`config.mk`:
```
export PLATFORM = sky130hd
export DESIGN_NAME = indirect_block_map_walker_core
export DESIGN_NICKNAME = d
export VERILOG_FILES = /design/src/ibmw_pkg.sv /design/src/ibmw_step.sv /design/src/indirect_block_map_walker_core.sv
export SDC_FILE = /design/constraint.sdc
export NUM_CORES = 1
export LEC_CHECK = 0
export CORE_ASPECT_RATIO = 1.2
export CORE_UTILIZATION = 30
export DETAILED_ROUTE_END_ITERATION = 8
export DONT_BUFFER_PORTS = 1
export PLACE_DENSITY = 0.41
export SLEW_MARGIN = 20
export SYNTH_ARGS = -nofsm -noshare
export SYNTH_HDL_FRONTEND = slang
export SYNTH_SLANG_ARGS = --single-unit
```
`constraint.sdc`:
```
create_clock -name i_clk -period 3.4 [get_ports i_clk]
set_input_delay 0.68 -clock i_clk [delete_from_list [all_inputs] [get_ports i_clk]]
set_output_delay 0.68 -clock i_clk [all_outputs]
set_load 0.02 [all_outputs]
```
`src/ibmw_pkg.sv`:
```
`timescale 1ns / 1ps
// Shared types, codes and constants for the indirect block map walker.
// Used by ibmw_step and indirect_block_map_walker_core; no dependencies.
package ibmw_pkg;

    localparam int unsigned DIRECT_POINTERS = 12;
    localparam int unsigned SHIFT_MIN = 8;
    localparam int unsigned SHIFT_MAX = 10;

    localparam logic [0:0] REG_ADDR_SHIFT = 1'b0;

    typedef enum logic [1:0] {
        KIND_INODE = 2'd0,
        KIND_BLOCK = 2'd1,
        KIND_DONE  = 2'd2
    } t_kind;

    typedef enum logic [1:0] {
        STATUS_OK        = 2'd0,
        STATUS_RANGE     = 2'd1,
        STATUS_ZERO_PTR  = 2'd2,
        STATUS_READ_FAIL = 2'd3
    } t_status;

    typedef struct packed {
        logic        busy;
        logic [1:0]  levels_left;
        logic [31:0] level_offset;
    } t_walk;

    typedef struct packed {
        t_kind       kind;
        logic [31:0] read_block;
        logic [9:0]  read_index;
        logic [31:0] mapped_block;
        t_status     status;
    } t_result;

    typedef struct packed {
        logic [31:0] ptrs;
        logic [31:0] end1;
        logic [31:0] end2;
        logic [31:0] end3;
    } t_bounds;

    // Level boundaries for a shift code of 0, 1 or 2 (shift 8, 9 or 10).
    function automatic t_bounds shift_bounds(input logic [1:0] sel);
        t_bounds     b;
        logic [4:0]  sh;
        logic [31:0] a1;
        logic [31:0] a2;
        logic [31:0] a3;
        sh = 5'(SHIFT_MIN) + {3'd0, sel};
        a1 = 32'd1 << sh;
        a2 = 32'd1 << (sh + sh);
        a3 = 32'd1 << (sh + sh + sh);
        b.ptrs = a1;
        b.end1 = 32'(DIRECT_POINTERS) + a1;
        b.end2 = 32'(DIRECT_POINTERS) + a1 + a2;
        b.end3 = 32'(DIRECT_POINTERS) + a1 + a2 + a3;
        return b;
    endfunction

endpackage

```
`src/ibmw_step.sv`:
```
`timescale 1ns / 1ps
// Combinational step of the walker: one transaction against the walk state.
// Depends on ibmw_pkg.
module ibmw_step (
    input  logic [3:0]      i_addr_shift,
    input  ibmw_pkg::t_walk i_walk,
    input  logic            i_func,
    input  logic [31:0]     i_logical_block,
    input  logic [31:0]     i_read_data,
    input  logic            i_read_failed,
    output ibmw_pkg::t_walk o_walk,
    output logic            o_emit,
    output ibmw_pkg::t_result o_result
);
    import ibmw_pkg::*;

    logic [1:0]  sel;
    logic [4:0]  shift;
    t_bounds     bnd;
    logic [1:0]  depth;
    logic [31:0] offset;
    logic [4:0]  sh_amt;
    logic [31:0] shifted;
    logic [9:0]  mask;

    always_comb begin
        if (i_addr_shift < 4'(SHIFT_MIN)) begin
            sel = 2'd0;
        end else if (i_addr_shift > 4'(SHIFT_MAX)) begin
            sel = 2'd2;
        end else begin
            sel = 2'(i_addr_shift - 4'(SHIFT_MIN));
        end
        shift = 5'(SHIFT_MIN) + {3'd0, sel};
        bnd = shift_bounds(sel);
        mask = 10'(bnd.ptrs - 32'd1);

        priority if (i_logical_block < 32'(DIRECT_POINTERS)) begin
            depth = 2'd0;
            offset = 32'd0;
        end else if (i_logical_block < bnd.end1) begin
            depth = 2'd1;
            offset = i_logical_block - 32'(DIRECT_POINTERS);
        end else if (i_logical_block < bnd.end2) begin
            depth = 2'd2;
            offset = i_logical_block - bnd.end1;
        end else begin
            depth = 2'd3;
            offset = i_logical_block - bnd.end2;
        end

        unique case (i_walk.levels_left)
            2'd2:    sh_amt = shift;
            2'd3:    sh_amt = shift + shift;
            default: sh_amt = 5'd0;
        endcase
        shifted = i_walk.level_offset >> sh_amt;

        o_walk = i_walk;
        o_emit = 1'b1;
        o_result.kind = KIND_DONE;
        o_result.read_block = 32'd0;
        o_result.read_index = 10'd0;
        o_result.mapped_block = 32'd0;
        o_result.status = STATUS_OK;

        if (!i_func) begin
            if (i_logical_block >= bnd.end3) begin
                o_walk.busy = 1'b0;
                o_walk.levels_left = 2'd0;
                o_result.status = STATUS_RANGE;
            end else begin
                o_walk.busy = 1'b1;
                o_walk.levels_left = depth;
                o_walk.level_offset = offset;
                o_result.kind = KIND_INODE;
                if (depth == 2'd0) begin
                    o_result.read_index = i_logical_block[9:0];
                end else begin
                    o_result.read_index = 10'(DIRECT_POINTERS - 1) + {8'd0, depth};
                end
            end
        end else if (!i_walk.busy) begin
            o_emit = 1'b0;
        end else if (i_read_failed) begin
            o_walk.busy = 1'b0;
            o_walk.levels_left = 2'd0;
            o_result.status = STATUS_READ_FAIL;
        end else if (i_walk.levels_left == 2'd0) begin
            o_walk.busy = 1'b0;
            o_result.mapped_block = i_read_data;
        end else if (i_read_data == 32'd0) begin
            o_walk.busy = 1'b0;
            o_walk.levels_left = 2'd0;
            o_result.status = STATUS_ZERO_PTR;
        end else begin
            o_walk.levels_left = i_walk.levels_left - 2'd1;
            o_result.kind = KIND_BLOCK;
            o_result.read_block = i_read_data;
            o_result.read_index = shifted[9:0] & mask;
        end
    end

endmodule

```
`src/indirect_block_map_walker_core.sv`:
```
`timescale 1ns / 1ps
// Top level of the indirect block map walker: input register, walk state,
// result register and configuration port. Depends on ibmw_pkg and ibmw_step.
// An input transaction is registered, then stepped, and its result registered.
// Throughput: one transaction per cycle while the output is not stalled.
// Reset (synchronous, active low) clears the walk state and both valid flags
// and sets addr_shift to 8.
module indirect_block_map_walker_core (
    input  logic        i_clk,
    input  logic        i_rst_n,
    input  logic        psel,
    input  logic        penable,
    input  logic        pwrite,
    input  logic [2:0]  paddr,
    input  logic [31:0] pwdata,
    output logic [31:0] prdata,
    output logic        pready,
    input  logic        i_in_valid,
    output logic        o_in_stall,
    input  logic        i_func,
    input  logic [31:0] i_logical_block,
    input  logic [31:0] i_read_data,
    input  logic        i_read_failed,
    output logic        o_out_valid,
    input  logic        i_out_stall,
    output logic [1:0]  o_kind,
    output logic [31:0] o_read_block,
    output logic [9:0]  o_read_index,
    output logic [31:0] o_mapped_block,
    output logic [1:0]  o_status
);
    import ibmw_pkg::*;

    logic [3:0]  r_addr_shift;
    logic        r_in_valid;
    logic        r_func;
    logic [31:0] r_logical_block;
    logic [31:0] r_read_data;
    logic        r_read_failed;
    t_walk       r_walk;
    logic        r_out_valid;
    t_result     r_out;

    t_walk       n_walk;
    logic        step_emit;
    t_result     step_result;
    logic        out_blocked;
    logic        advance;

    assign out_blocked = r_out_valid && i_out_stall;
    assign advance = r_in_valid && !out_blocked;
    assign o_in_stall = r_in_valid && out_blocked;

    ibmw_step u_step (
        .i_addr_shift    (r_addr_shift),
        .i_walk          (r_walk),
        .i_func          (r_func),
        .i_logical_block (r_logical_block),
        .i_read_data     (r_read_data),
        .i_read_failed   (r_read_failed),
        .o_walk          (n_walk),
        .o_emit          (step_emit),
        .o_result        (step_result)
    );

    always_ff @(posedge i_clk) begin
        if (!i_rst_n) begin
            r_addr_shift <= 4'(SHIFT_MIN);
        end else if (psel && penable && pwrite && pready && paddr == {REG_ADDR_SHIFT, 2'b00}) begin
            r_addr_shift <= pwdata[3:0];
        end
    end

    assign pready = 1'b1;
    assign prdata = (paddr == {REG_ADDR_SHIFT, 2'b00}) ? {28'd0, r_addr_shift} : 32'd0;

    always_ff @(posedge i_clk) begin
        if (!i_rst_n) begin
            r_in_valid <= 1'b0;
        end else if (!o_in_stall) begin
            r_in_valid <= i_in_valid;
        end
    end

    always_ff @(posedge i_clk) begin
        if (!o_in_stall) begin
            r_func <= i_func;
            r_logical_block <= i_logical_block;
            r_read_data <= i_read_data;
            r_read_failed <= i_read_failed;
        end
    end

    always_ff @(posedge i_clk) begin
        if (!i_rst_n) begin
            r_walk <= '0;
        end else if (advance) begin
            r_walk <= n_walk;
        end
    end

    always_ff @(posedge i_clk) begin
        if (!i_rst_n) begin
            r_out_valid <= 1'b0;
        end else if (advance && step_emit) begin
            r_out_valid <= 1'b1;
        end else if (!i_out_stall) begin
            r_out_valid <= 1'b0;
        end
    end

    always_ff @(posedge i_clk) begin
        if (advance && step_emit) begin
            r_out <= step_result;
        end
    end

    assign o_out_valid = r_out_valid;
    assign o_kind = r_out.kind;
    assign o_read_block = r_out.read_block;
    assign o_read_index = r_out.read_index;
    assign o_mapped_block = r_out.mapped_block;
    assign o_status = r_out.status;

endmodule
```
==> metrics.cfg <==
[critical_path]
crit_required_ns=3.72
crit_arrival_ns=3.53
cpMostUsedCell=buf_4
cp-end-kind=register
cp_slowest_cell=ha_1
r2r-end=r_walk[25]$_SDFFE_PN0P_
path_max_fanout=5
path_class=register to register
path_cells=buf_4 > o21ai_1 > buf_4 > nand2_1 > ha_1 > nand3b_1 > a41oi_1 > nor4_1 > a221oi_1 > a21boi_2 > buf_4 > a21oi_1 > xnor2_1 > a22o_1
critPathTopFamily=compound AO/OA/AOI/OAI gates
crit_buf_inv=3
ff2ff_path_depth=14
reg2reg_from=r_addr_shift[1]$_SDFFE_PN0P_
cpPeakStageDelay_ns=0.46
start_kind=register
rrSetupSlack_ns=0.20

[power]
p_per_area_nw_per_um2=439.7
leakage_nw=4.518
vdd_drop_max_mv=0.2710

[cts]
clk_root_buffer_cell=clkbuf_16
cts_made_buffers=17
cts_tree=built
cts.sinks=185
ctsHtreeMaxLevel=4
post_cts_buffers=0
clkTransAtPathRegs_ns=0.07
clockBufferDepth=2
clock_latency_ns=0.44

[synth]
synth-seq-cells=185
ys_seq_area_frac=0.5108
async_reset_ff_frac=0
synth_cells=870
ys.flop_type=edfxtp_1
yosysWarnings=0
synth_edf_count=144
yosysUniqueCellTypes=78
syn_area_um2=10070
synth.avg_cell_area_um2=11.58

[floorplan]
rows=73
die_y_um=202.7
ios=221
core_um2=33060
die_x_um=169.3
initial_utilization=0.3046
die-area_um2=34310

[route]
first_pass_iters=7
drc=2
drtAntennaViolNets=0
dr.first_iter.drc_count=391
totalWireLength_um=26800
wl_per_cell_um=19.20
vias=6857
viasPerCell=4.912

[timing]
hold_viol=0
setup_viol=0
fin_crit_sh=0.9421
slew_headroom=0.4398
fin_crit_ns=3.203
fin_worst_skew_ns=0.01758
worst_slew_pin_slew_ns=0.8403
max_freq_ghz=0.3122
drv_slew=0
timing.final.ws_setup_ns=0.1968

[placement]
portBuffers=0
pre_cts_ws_ns=0.05267
place_congestion=0.8880
dpl.hpwl_um=20630

[min_path]
hp-class=input pin to register
holdPathEnd=r_addr_shift[3]$_SDFFE_PN1P_
hold_start=i_rst_n
holdPathStages=1

[run]
cap_violations=0

[status]
status=finished, violations left
violations=DRC

[global_route]
grt.overflow.total=0
antenna_found_initial=0
grt_max_degree=54
grt_pass1_vias=7017
grt_usage=0.1585
grt_pass1_wl_um=41080

[layout]
area_growth_pct=15.64
antenna_cells=0
final_core_util=0.3523
final_cell_mix=edfxtp_1 (144), and2_1 (74), buf_4 (70), nand2_1 (61), mux2i_1 (60)
final_common_cell=edfxtp_1
final_layout_size_suffix_gt1_frac=0.1734
nets=1075

[registers in the layout, summed over array words and instances, names as in the netlist, 2 cells and up]
name             cells
r_read_data         32
r_addr_shift         4
o_kind               2
r_logical_block     32
o_mapped_block      32
o_read_block        32
o_status             2
r_walk              35
o_read_index        10
[cells in the mapped netlist, types with 12 or more instances]
master / n / area, µm²
mux2i_1: 60 / 600.6
nand2_1: 61 / 229.0
a21oi_1: 37 / 185.2
nand3_1: 14 / 70.07
nor3_1: 18 / 90.09
a22o_1: 12 / 105.1
edfxtp_1: 144 / 4324
and2_1: 74 / 462.9
o21ai_0: 22 / 110.1
xnor2_1: 14 / 122.6
dfxtp_1: 41 / 820.8
inv_1: 14 / 52.55
nor2_1: 48 / 180.2
buf_4: 29 / 217.7
nor4_1: 20 / 125.1
ha_1: 34 / 425.4
a21boi_0: 12 / 90.09
clkbuf_1: 26 / 97.59
mux4_2: 19 / 427.9
[how the worst max path moves through the flow]
stage                                      start                      end  slack [ns]  cells past startpoint
floorplan           r_addr_shift[1]$_SDFFE_PN0P_  r_walk[13]$_SDFFE_PN0P_        0.22                     12
global route        r_addr_shift[1]$_SDFFE_PN0P_  r_walk[25]$_SDFFE_PN0P_      -0.004                     14
CTS                 r_addr_shift[1]$_SDFFE_PN0P_  r_walk[13]$_SDFFE_PN0P_        0.02                     13
finish              r_addr_shift[1]$_SDFFE_PN0P_  r_walk[25]$_SDFFE_PN0P_        0.20                     14
detailed placement  r_addr_shift[2]$_SDFFE_PN0P_  r_walk[21]$_SDFFE_PN0P_        0.05                     12
global placement    r_addr_shift[2]$_SDFFE_PN0P_  r_walk[13]$_SDFFE_PN0P_        0.05                     13
[through the flow]
step | setup TNS, ns | cells | instance area (µm²) | power, mW | hold WS (ns)
2_1_floorplan | 0 | 912 | 10230 | 2.993 | 0.4377
3_3_place_gp | 0 | 1364 | 10980 | 3.118 | 0.4618
3_5_place_dp | 0 | 1364 | 10980 | 3.118 | 0.4646
4_1_cts | 0 | 1396 | 11580 | 5.189 | 0.2976
5_1_grt | -0.004276 | 1396 | 11650 | 5.335 | 0.2881
6_report | 0 | 1396 | 11650 | 5.121 | 0.3189
[final cells by class]
type / count / area [µm²]
tap: 450 / 563.0
timing repair buffer: 74 / 605.6
inverter: 14 / 53.80
multi-input combinational: 641 / 4679
clock inverter: 15 / 175.2
sequential: 185 / 5145
clock buffer: 17 / 425.4
fill: 3328 / 21420
[routing by layer]
layer  up-vias  share of wire  GRT usage
met5         -              0          0
met4         0          0.024    0.05759
met2       186           0.51     0.2854
met1      3327           0.42     0.1840
li1       3319              -          -
met3        25          0.042    0.03275
[power breakdown]
part	switching, mW	internal [mW]	leakage [nW]
Clock	0.989	1.06	0.294
Combinational	0.252	0.177	2.45
Sequential	0.117	2.53	1.77
[what timing repair did]
item                                    in CTS  in global routing
hold buffers                                 0                  0
hold endpoints to repair                     0                  0
resized for setup                            0                 13
endpoints found under the setup margin       0                 20
[cells by family after synthesis]
kind of cell / synth area share
compound gates: 0.1129
xor+xnor: 0.02000
fa+ha+maj: 0.04224
buf+inv: 0.04944
flops: 0.5108
mux: 0.1055
other cells: 0.0007456
simple gates: 0.1584
(Power assumes the default switching activity.)
